**src/hw/rtl/pad_state_ring_writer_unit_assert.svh**
```systemverilog
// ---------------------------------------------------------------------------
// pad state ring writer assertion macros
// shared concurrent assertion forms, clocked, with reset disable
// ---------------------------------------------------------------------------
`ifndef PAD_STATE_RING_WRITER_UNIT_ASSERT_SVH
`define PAD_STATE_RING_WRITER_UNIT_ASSERT_SVH

// same-cycle implication
`define PRS_ASSERT_NOW(label, clk, rst_n, ante, cons) \
    label: assert property (@(posedge clk) disable iff (!rst_n) (ante) |-> (cons)) \
        else $error("prs assertion failed: same-cycle check");

// next-cycle implication
`define PRS_ASSERT_NEXT(label, clk, rst_n, ante, cons) \
    label: assert property (@(posedge clk) disable iff (!rst_n) (ante) |=> (cons)) \
        else $error("prs assertion failed: next-cycle check");

`endif

```
**src/hw/rtl/prs_pkg.sv**
```systemverilog
// ---------------------------------------------------------------------------
// prs_pkg
// shared widths, constants and types of the pad state ring writer
// ---------------------------------------------------------------------------
`default_nettype none

package prs_pkg;

    // field widths
    localparam int BTN_W      = 15;
    localparam int STICK_W    = 9;
    localparam int TICK_W     = 63;
    localparam int WORD_W     = 32;
    localparam int SLOT_OUT_W = 3;
    localparam int THR_W      = 16;
    localparam int SQ_W       = 17;
    localparam int SUM_W      = SQ_W + 1;

    // stream widths
    localparam int IN_TDATA_W  = 96;
    localparam int OUT_TDATA_W = 248;

    // direction bit positions in the pad word
    localparam int BIT_RIGHT = 28;
    localparam int BIT_LEFT  = 29;
    localparam int BIT_UP    = 30;
    localparam int BIT_DOWN  = 31;

    localparam logic [THR_W-1:0] THR_RESET = 16'd1600;

    localparam int RING_ENTRIES_DEFAULT = 8;
    localparam int QUEUE_DEPTH          = 2;

    // one unpacked sample with squared stick coordinates between front and back
    typedef struct packed {
        logic [BTN_W-1:0]          buttons;
        logic signed [STICK_W-1:0] x;
        logic signed [STICK_W-1:0] y;
        logic [TICK_W-1:0]         tick;
        logic [SQ_W-1:0]           xx;
        logic [SQ_W-1:0]           yy;
    } prs_entry_t;

    // queue status seen by front and back
    typedef struct packed {
        logic full;
        logic empty;
    } prs_q_status_t;

endpackage

`default_nettype wire

```
**src/hw/rtl/prs_front.sv**
```systemverilog
// ---------------------------------------------------------------------------
// prs_front
// accepts pad samples, unpacks them and squares the stick coordinates
// ---------------------------------------------------------------------------
`default_nettype none

module prs_front
(
    input  wire logic                            s_tvalid,
    output logic                                 s_tready,
    input  wire logic [prs_pkg::IN_TDATA_W-1:0]  s_tdata,
    input  wire prs_pkg::prs_q_status_t          q_status,
    output logic                                 push,
    output prs_pkg::prs_entry_t                  push_entry
);

    logic signed [prs_pkg::STICK_W-1:0]  x;
    logic signed [prs_pkg::STICK_W-1:0]  y;
    logic signed [prs_pkg::SUM_W-1:0]    x_ext;
    logic signed [prs_pkg::SUM_W-1:0]    y_ext;
    logic signed [prs_pkg::SUM_W-1:0]    x_sq;
    logic signed [prs_pkg::SUM_W-1:0]    y_sq;

    assign s_tready = !q_status.full;
    assign push     = s_tvalid && s_tready;

    assign x = signed'(s_tdata[23:15]);
    assign y = signed'(s_tdata[32:24]);

    // squares fit in 17 bits, the worst case being -256 squared
    assign x_ext = prs_pkg::SUM_W'(x);
    assign y_ext = prs_pkg::SUM_W'(y);
    assign x_sq  = x_ext * x_ext;
    assign y_sq  = y_ext * y_ext;

    always_comb
    begin
        push_entry.buttons = s_tdata[14:0];
        push_entry.x       = x;
        push_entry.y       = y;
        push_entry.tick    = s_tdata[95:33];
        push_entry.xx      = x_sq[prs_pkg::SQ_W-1:0];
        push_entry.yy      = y_sq[prs_pkg::SQ_W-1:0];
    end

endmodule

`default_nettype wire

```
**src/hw/rtl/prs_queue.sv**
```systemverilog
// ---------------------------------------------------------------------------
// prs_queue
// short register queue between front and back
// ---------------------------------------------------------------------------
`default_nettype none

module prs_queue
(
    input  wire logic                   clk,
    input  wire logic                   rst_n,
    input  wire logic                   push,
    input  wire prs_pkg::prs_entry_t    push_entry,
    input  wire logic                   pop,
    output prs_pkg::prs_entry_t         head_entry,
    output prs_pkg::prs_q_status_t      q_status
);

`include "pad_state_ring_writer_unit_assert.svh"

    localparam int DEPTH = prs_pkg::QUEUE_DEPTH;
    localparam int PTR_W = (DEPTH > 1) ? $clog2(DEPTH) : 1;
    localparam int CNT_W = $clog2(DEPTH + 1);
    localparam logic [PTR_W-1:0] PTR_LAST = PTR_W'(DEPTH - 1);
    localparam logic [CNT_W-1:0] CNT_FULL = CNT_W'(DEPTH);

    prs_pkg::prs_entry_t mem_reg [DEPTH];

    logic [PTR_W-1:0] wr_ptr_reg;
    logic [PTR_W-1:0] wr_ptr_next;
    logic [PTR_W-1:0] rd_ptr_reg;
    logic [PTR_W-1:0] rd_ptr_next;
    logic [CNT_W-1:0] count_reg;
    logic [CNT_W-1:0] count_next;

    always_comb
    begin
        wr_ptr_next = wr_ptr_reg;
        rd_ptr_next = rd_ptr_reg;
        count_next  = count_reg;
        if (push)
        begin
            wr_ptr_next = (wr_ptr_reg == PTR_LAST) ? '0 : wr_ptr_reg + 1'b1;
        end
        if (pop)
        begin
            rd_ptr_next = (rd_ptr_reg == PTR_LAST) ? '0 : rd_ptr_reg + 1'b1;
        end
        if (push && !pop)
        begin
            count_next = count_reg + 1'b1;
        end
        else if (pop && !push)
        begin
            count_next = count_reg - 1'b1;
        end
    end

    always_ff @(posedge clk or negedge rst_n)
    begin
        if (!rst_n)
        begin
            wr_ptr_reg <= '0;
            rd_ptr_reg <= '0;
            count_reg  <= '0;
        end
        else
        begin
            wr_ptr_reg <= wr_ptr_next;
            rd_ptr_reg <= rd_ptr_next;
            count_reg  <= count_next;
        end
    end

    always_ff @(posedge clk)
    begin
        if (push)
        begin
            mem_reg[wr_ptr_reg] <= push_entry;
        end
    end

    assign head_entry     = mem_reg[rd_ptr_reg];
    assign q_status.full  = (count_reg == CNT_FULL);
    assign q_status.empty = (count_reg == '0);

    `PRS_ASSERT_NOW(a_no_push_when_full, clk, rst_n, q_status.full, !push)
    `PRS_ASSERT_NOW(a_no_pop_when_empty, clk, rst_n, q_status.empty, !pop)
    `PRS_ASSERT_NOW(a_count_bounded, clk, rst_n, 1'b1, count_reg <= CNT_FULL)

endmodule

`default_nettype wire

```
**src/hw/rtl/prs_back.sv**
```systemverilog
// ---------------------------------------------------------------------------
// prs_back
// direction sectors, edge masks, ring slot and wrap ticks, output register
// ---------------------------------------------------------------------------
`default_nettype none

module prs_back
#(
    parameter int RING_ENTRIES = prs_pkg::RING_ENTRIES_DEFAULT
)
(
    input  wire logic                             clk,
    input  wire logic                             rst_n,
    input  wire logic [prs_pkg::THR_W-1:0]        threshold,
    input  wire prs_pkg::prs_entry_t              head_entry,
    input  wire prs_pkg::prs_q_status_t           q_status,
    output logic                                  pop,
    output logic                                  m_tvalid,
    input  wire logic                             m_tready,
    output logic [prs_pkg::OUT_TDATA_W-1:0]       m_tdata,
    output logic                                  m_tuser
);

`include "pad_state_ring_writer_unit_assert.svh"

    localparam int SLOT_W = (RING_ENTRIES > 1) ? $clog2(RING_ENTRIES) : 1;
    localparam int EXT_W  = (SLOT_W > prs_pkg::SLOT_OUT_W) ? SLOT_W : prs_pkg::SLOT_OUT_W;
    localparam logic [SLOT_W-1:0] SLOT_LAST = SLOT_W'(RING_ENTRIES - 1);

    // ring and history state
    logic [SLOT_W-1:0]               next_slot_reg;
    logic [SLOT_W-1:0]               next_slot_next;
    logic [prs_pkg::WORD_W-1:0]      last_word_reg;
    logic [prs_pkg::TICK_W-1:0]      latest_tick_reg;
    logic [prs_pkg::TICK_W-1:0]      earlier_tick_reg;

    // output register
    logic                            out_valid_reg;
    logic                            out_valid_next;
    logic [prs_pkg::SLOT_OUT_W-1:0]  slot_out_reg;
    logic [prs_pkg::WORD_W-1:0]      word_out_reg;
    logic [prs_pkg::WORD_W-1:0]      pressed_out_reg;
    logic [prs_pkg::WORD_W-1:0]      released_out_reg;
    logic [prs_pkg::STICK_W-1:0]     x_out_reg;
    logic [prs_pkg::STICK_W-1:0]     y_out_reg;
    logic                            wrapped_out_reg;
    logic [prs_pkg::TICK_W-1:0]      tick_out_reg;
    logic [prs_pkg::TICK_W-1:0]      before_out_reg;

    logic [prs_pkg::SUM_W-1:0]       radius_sq;
    logic [prs_pkg::SUM_W-1:0]       xx_ext;
    logic [prs_pkg::SUM_W-1:0]       yy_ext;
    logic [prs_pkg::SUM_W-1:0]       xx_times3;
    logic [prs_pkg::SUM_W-1:0]       yy_times3;
    logic                            outside;
    logic                            dir_rl;
    logic                            dir_ud;
    logic [prs_pkg::WORD_W-1:0]      word;
    logic [EXT_W-1:0]                slot_ext;
    logic                            wrapped;

    assign pop = !q_status.empty && (!out_valid_reg || m_tready);

    // sector tests on exact squares
    assign xx_ext    = prs_pkg::SUM_W'(head_entry.xx);
    assign yy_ext    = prs_pkg::SUM_W'(head_entry.yy);
    assign radius_sq = xx_ext + yy_ext;
    assign xx_times3 = xx_ext + {head_entry.xx, 1'b0};
    assign yy_times3 = yy_ext + {head_entry.yy, 1'b0};
    assign outside   = radius_sq > prs_pkg::SUM_W'(threshold);
    assign dir_rl    = outside && (head_entry.x != '0) && (yy_ext < xx_times3);
    assign dir_ud    = outside && ((head_entry.x == '0) || (yy_times3 > xx_ext));

    always_comb
    begin
        word = prs_pkg::WORD_W'(head_entry.buttons);
        word[prs_pkg::BIT_RIGHT] = dir_rl && (head_entry.x > 0);
        word[prs_pkg::BIT_LEFT]  = dir_rl && !(head_entry.x > 0);
        word[prs_pkg::BIT_UP]    = dir_ud && (head_entry.y > 0);
        word[prs_pkg::BIT_DOWN]  = dir_ud && !(head_entry.y > 0);
    end

    assign slot_ext       = EXT_W'(next_slot_reg);
    assign wrapped        = (next_slot_reg == '0);
    assign next_slot_next = (next_slot_reg == SLOT_LAST) ? '0 : next_slot_reg + 1'b1;

    always_comb
    begin
        if (pop)
        begin
            out_valid_next = 1'b1;
        end
        else if (m_tready)
        begin
            out_valid_next = 1'b0;
        end
        else
        begin
            out_valid_next = out_valid_reg;
        end
    end

    always_ff @(posedge clk or negedge rst_n)
    begin
        if (!rst_n)
        begin
            out_valid_reg    <= 1'b0;
            next_slot_reg    <= '0;
            last_word_reg    <= '0;
            latest_tick_reg  <= '0;
            earlier_tick_reg <= '0;
        end
        else
        begin
            out_valid_reg <= out_valid_next;
            if (pop)
            begin
                next_slot_reg <= next_slot_next;
                last_word_reg <= word;
                if (wrapped)
                begin
                    latest_tick_reg  <= head_entry.tick;
                    earlier_tick_reg <= latest_tick_reg;
                end
            end
        end
    end

    always_ff @(posedge clk)
    begin
        if (pop)
        begin
            slot_out_reg     <= slot_ext[prs_pkg::SLOT_OUT_W-1:0];
            word_out_reg     <= word;
            pressed_out_reg  <= word & ~last_word_reg;
            released_out_reg <= last_word_reg & ~word;
            x_out_reg        <= head_entry.x;
            y_out_reg        <= head_entry.y;
            wrapped_out_reg  <= wrapped;
            tick_out_reg     <= wrapped ? head_entry.tick : latest_tick_reg;
            before_out_reg   <= wrapped ? latest_tick_reg : earlier_tick_reg;
        end
    end

    assign m_tvalid = out_valid_reg;
    assign m_tuser  = wrapped_out_reg;
    assign m_tdata  = {5'b0, before_out_reg, tick_out_reg, y_out_reg, x_out_reg,
                       released_out_reg, pressed_out_reg, word_out_reg, slot_out_reg};

    `PRS_ASSERT_NOW(a_slot_in_ring, clk, rst_n, 1'b1, 32'(next_slot_reg) < RING_ENTRIES)
    `PRS_ASSERT_NEXT(a_slot_wraps, clk, rst_n, pop && (next_slot_reg == SLOT_LAST),
                     next_slot_reg == '0)
    `PRS_ASSERT_NEXT(a_wrap_latches_tick, clk, rst_n, pop && wrapped,
                     latest_tick_reg == tick_out_reg)

endmodule

`default_nettype wire

```
**src/hw/rtl/pad_state_ring_writer_unit.sv**
```systemverilog
// ---------------------------------------------------------------------------
// pad_state_ring_writer_unit
// pad sample to ring entry writer with stick sectors and edge masks
// ---------------------------------------------------------------------------
//
// channel   dir   handshake                  payload
// s_*       in    s_tvalid / s_tready        s_tdata: buttons, stick x, stick y, tick
// m_*       out   m_tvalid / m_tready        m_tdata: ring entry, m_tuser: wrapped
// cfg_*     in    cfg_valid / cfg_ready      cfg_data: stick threshold square
//
// one item per cycle sustained while m_tready is high; a taken item enters the
// queue, moves to the output register when popped and leaves from there on m_tready
// with m_tready low the queue takes two more items behind the waiting result,
// then s_tready drops until the output register is freed
// reset clears ring slot, previous pad word and both wrap ticks; threshold is 1600
// no clearing pass after reset, items are taken at once
//
`default_nettype none

module pad_state_ring_writer_unit
#(
    parameter int RING_ENTRIES = prs_pkg::RING_ENTRIES_DEFAULT
)
(
    input  wire logic                             clk,
    input  wire logic                             rst_n,

    // [14:0] button_bits, [23:15] stick_x, [32:24] stick_y, [95:33] tick_now
    input  wire logic [prs_pkg::IN_TDATA_W-1:0]   s_tdata,
    input  wire logic                             s_tvalid,
    output logic                                  s_tready,

    // [2:0] slot_index, [34:3] pad_word, [66:35] pressed_mask,
    // [98:67] released_mask, [107:99] stick_x_out, [116:108] stick_y_out,
    // [179:117] wrap_tick, [242:180] wrap_tick_before, [247:243] zero
    output logic [prs_pkg::OUT_TDATA_W-1:0]       m_tdata,
    // [0] wrapped
    output logic                                  m_tuser,
    output logic                                  m_tvalid,
    input  wire logic                             m_tready,

    // stick_threshold_square
    input  wire logic [prs_pkg::THR_W-1:0]        cfg_data,
    input  wire logic                             cfg_valid,
    output logic                                  cfg_ready
);

    logic [prs_pkg::THR_W-1:0] threshold_reg;
    logic [prs_pkg::THR_W-1:0] threshold_next;

    prs_pkg::prs_entry_t       push_entry;
    prs_pkg::prs_entry_t       head_entry;
    prs_pkg::prs_q_status_t    q_status;
    logic                      push;
    logic                      pop;

    // config register, always writable
    assign cfg_ready      = 1'b1;
    assign threshold_next = (cfg_valid && cfg_ready) ? cfg_data : threshold_reg;

    always_ff @(posedge clk or negedge rst_n)
    begin
        if (!rst_n)
        begin
            threshold_reg <= prs_pkg::THR_RESET;
        end
        else
        begin
            threshold_reg <= threshold_next;
        end
    end

    // front: accept, unpack, square the stick
    prs_front u_front
    (
        .s_tvalid   (s_tvalid),
        .s_tready   (s_tready),
        .s_tdata    (s_tdata),
        .q_status   (q_status),
        .push       (push),
        .push_entry (push_entry)
    );

    // queue decouples the two sides
    prs_queue u_queue
    (
        .clk        (clk),
        .rst_n      (rst_n),
        .push       (push),
        .push_entry (push_entry),
        .pop        (pop),
        .head_entry (head_entry),
        .q_status   (q_status)
    );

    // back: sectors, masks, ring state, output register
    prs_back
    #(
        .RING_ENTRIES (RING_ENTRIES)
    )
    u_back
    (
        .clk        (clk),
        .rst_n      (rst_n),
        .threshold  (threshold_reg),
        .head_entry (head_entry),
        .q_status   (q_status),
        .pop        (pop),
        .m_tvalid   (m_tvalid),
        .m_tready   (m_tready),
        .m_tdata    (m_tdata),
        .m_tuser    (m_tuser)
    );

endmodule

`default_nettype wire
```
**config.mk**
```make
export PLATFORM = sky130hd
export DESIGN_NAME = pad_state_ring_writer_unit
export DESIGN_NICKNAME = d
export VERILOG_FILES = /design/src/hw/rtl/prs_pkg.sv /design/src/hw/rtl/prs_front.sv /design/src/hw/rtl/prs_queue.sv /design/src/hw/rtl/prs_back.sv /design/src/hw/rtl/pad_state_ring_writer_unit.sv
export VERILOG_INCLUDE_DIRS = /design/src /design/src/hw/rtl
export SDC_FILE = /design/constraint.sdc
export NUM_CORES = 1
export LEC_CHECK = 0
export ABC_AREA = 1
export ABC_CLOCK_PERIOD_IN_PS = 9100
export BUFFER_PORTS_ARGS = -buffer_cell sky130_fd_sc_hd__buf_2
export CORE_UTILIZATION = 40
export CTS_BUF_LIST = sky130_fd_sc_hd__clkbuf_4 sky130_fd_sc_hd__clkbuf_8 sky130_fd_sc_hd__clkbuf_16
export DETAILED_ROUTE_END_ITERATION = 10
export GPL_ROUTABILITY_DRIVEN = 0
export PLACE_DENSITY = 0.62
export SYNTH_ARGS = -nofsm -noshare
export SYNTH_HDL_FRONTEND = slang
export SYNTH_SLANG_ARGS = --single-unit
```
**constraint.sdc**
```tcl
create_clock -name clk -period 9.1 [get_ports clk]
set_input_delay 0.91 -clock clk [delete_from_list [all_inputs] [get_ports clk]]
set_output_delay 0.91 -clock clk [all_outputs]
set_load 0.01 [all_outputs]
```
==> metrics <==
status finished clean; DP HPWL 46300 um; Post-Route WL approximately 67000 um; Peak Freq 197 MHz; die area ~81000 um^2; main flop type after synthesis edfxtp_1; asr flop ratio synth a little over a quarter; first-pass GRT wire length between 100000 and 150000 um; Worst Clk Skew a little over 0.06 ns; H-tree levels 3; number of remaining DRC errors 0; Tcrit/Tclk final 55.8%; Layout Area Growth over Synthesis 15.7%; Crit path required time between 9 and 10 ns; CP top delay family simple AND/OR/NAND/NOR gates; clock-pin slew on the worst setup and hold paths roughly 0.060 ns; Synth Warn # 0; CP arrival 5.46 ns; die height about 280 um; most frequent cells in the layout nand2_1 (541), inv_1 (488), edfxtp_1 (457); antenna violations before repair 12; Worst Path Max Fanout 55; Seq/Total Area, Yosys 56.4%; vias per cell 4.72; CTS Hold Buffers Added 0; CTS Buf Count between 70 and 80; CTS resizes 0; Yosys cell types 52; setup bufs post-CTS 0; min Tclk post-route between 5 and 6 ns; clock sink count 626; HP Class in -> async; critical path's largest stage delay 0.76 ns; commonest non-fill, non-tap cell in the layout nand2_1; CP startpoint kind flip-flop; Seq cells post-synth ~630; Final Hold Viols 0; largest net degree at the start of global routing approximately 250; Worst Path Buf+Inv 3; Skew-Pair Late Insertion Delay about 0.64 ns; most used cell along the critical path nand2_1; layout cells sized above 1 between 15 and 20%; via count 20658; CP max stage cell dfrtp_4; Initial Util between 40% and 50%; Post-synth EDFFs approximately 460; vias in the first global route 19796; pin slew with the least headroom to its limit 1.22 ns; Relative slew margins 18.7%; CP endpoint kind flip-flop; fin nets 3666; worst setup path class reg -> reg; # IOs about 370; cell area after synthesis about 32000 um^2; Mapped Cells between 2000 and 3000; Post-Syn Area per Cell about 11 um^2; TritonCTS clock tree built; GRT Total Usage 16.8%; Core ar. 78900 um^2; Yosys top cell by area edfxtp_1; Max Cap Viol 0; Slew Limit Fails 0; setup_tns 0 ns; top cells by area, synth edfxtp_1 (43%), dfrtp_1 (13%), fa_1 (7.2%); chip width between 200 and 300 um; Final setup viols 0; max reg flops 252; Max clock buf depth 3; DRT antenna net count 0; CTS Root Buffer Type clkbuf_16; DR WL/cell about 15 um; RSZ-0062 raised after global routing false; router iterations before antenna repair 5; Port-buffer cells roughly 320; Site Rows slightly above 100; Synth top area share between 40% and 50%; total grt overflow 0; DRT iter0 DRCs ~1100
logic make-up (layout without fill, tap and decap cells):
logic type      count (synthesis)  in the layout  share of synthesized area [%]
simple gates                  795            795                           10.1
buf+inv                       646            963                           8.34
flops                         626            626                           56.4
compound gates                523            523                           8.88
fa+ha+maj                     285            285                           13.9
xor+xnor                       82             82                           2.26
other cells                     2             52                         0.0236
mux                             2              2                         0.0668
path summary, 6_finish.rpt:
check	endpoint	slack, ns	startpoint	cells past startpoint
max in group asynchronous	u_queue.rd_ptr_reg$_DFFE_PN0P_	6.69	rst_n	3
min reg2reg	u_queue.count_reg[0]$_DFFE_PN0P_	0.49	u_queue.count_reg[0]$_DFFE_PN0P_	1
min in group clk	u_queue.mem_reg[0][87]$_DFFE_PP_	0.45	s_tdata[86]	1
max	u_back.released_out_reg[30]$_DFFE_PP_	4.02	u_queue.rd_ptr_reg$_DFFE_PN0P_	26
min	u_back.earlier_tick_reg[49]$_DFFE_PN0P_	0.23	rst_n	1
max reg2reg	u_back.released_out_reg[30]$_DFFE_PP_	4.02	u_queue.rd_ptr_reg$_DFFE_PN0P_	26
through the flow:
step	std cells	area, um^2	hold slack (ns)	utilization (%)	setup WS [ns]
2_1_floorplan	3006	32000	0.446	-	1.33
3_3_place_gp	4241	34300	0.461	43.5	3.38
3_5_place_dp	4241	34300	0.482	43.5	3.38
4_1_cts	4373	36800	0.241	46.6	3.93
5_1_grt	4378	36800	0.259	46.7	3.50
6_report	4378	36800	0.234	46.7	4.02
area by class of cell:
class                   count  area, um^2
flip-flops and latches    626       18000
repair buffers            337        1750
inverters                 494        1860
clock inverters            41         502
diodes                      5        12.5
well taps                1050        1310
clock buffers              91        2000
fillers                  7312       42100
multi-input cells        1734       11400
Yosys cell counts (all sizes together), types with 2 or more instances:
library cell	count
nor4	2
dfstp	3
xnor2	30
nor2	161
fa	115
o31ai	2
inv	493
a211oi	3
o22ai	63
o21bai	9
dfrtp	166
clkbuf	69
o21ai	344
nand4	10
buf	83
xor2	52
a31oi	9
nand3	31
a21oi	76
edfxtp	457
nand2	543
ha	170
or2	38
nor3	8
conb	2
a21boi	5
a21o	9
layer usage:
metal	global-route usage (%)	vias to the layer above	share of wire, %
met4	6.01	6	2.6
met1	22.5	9877	45
met5	0	-	0.036
li1	-	10224	-
met3	2.91	109	5.0
met2	27.6	442	48
Power is not shown: default switching activity piles up to over one toggle a cycle in this logic, so the estimate is an artifact.
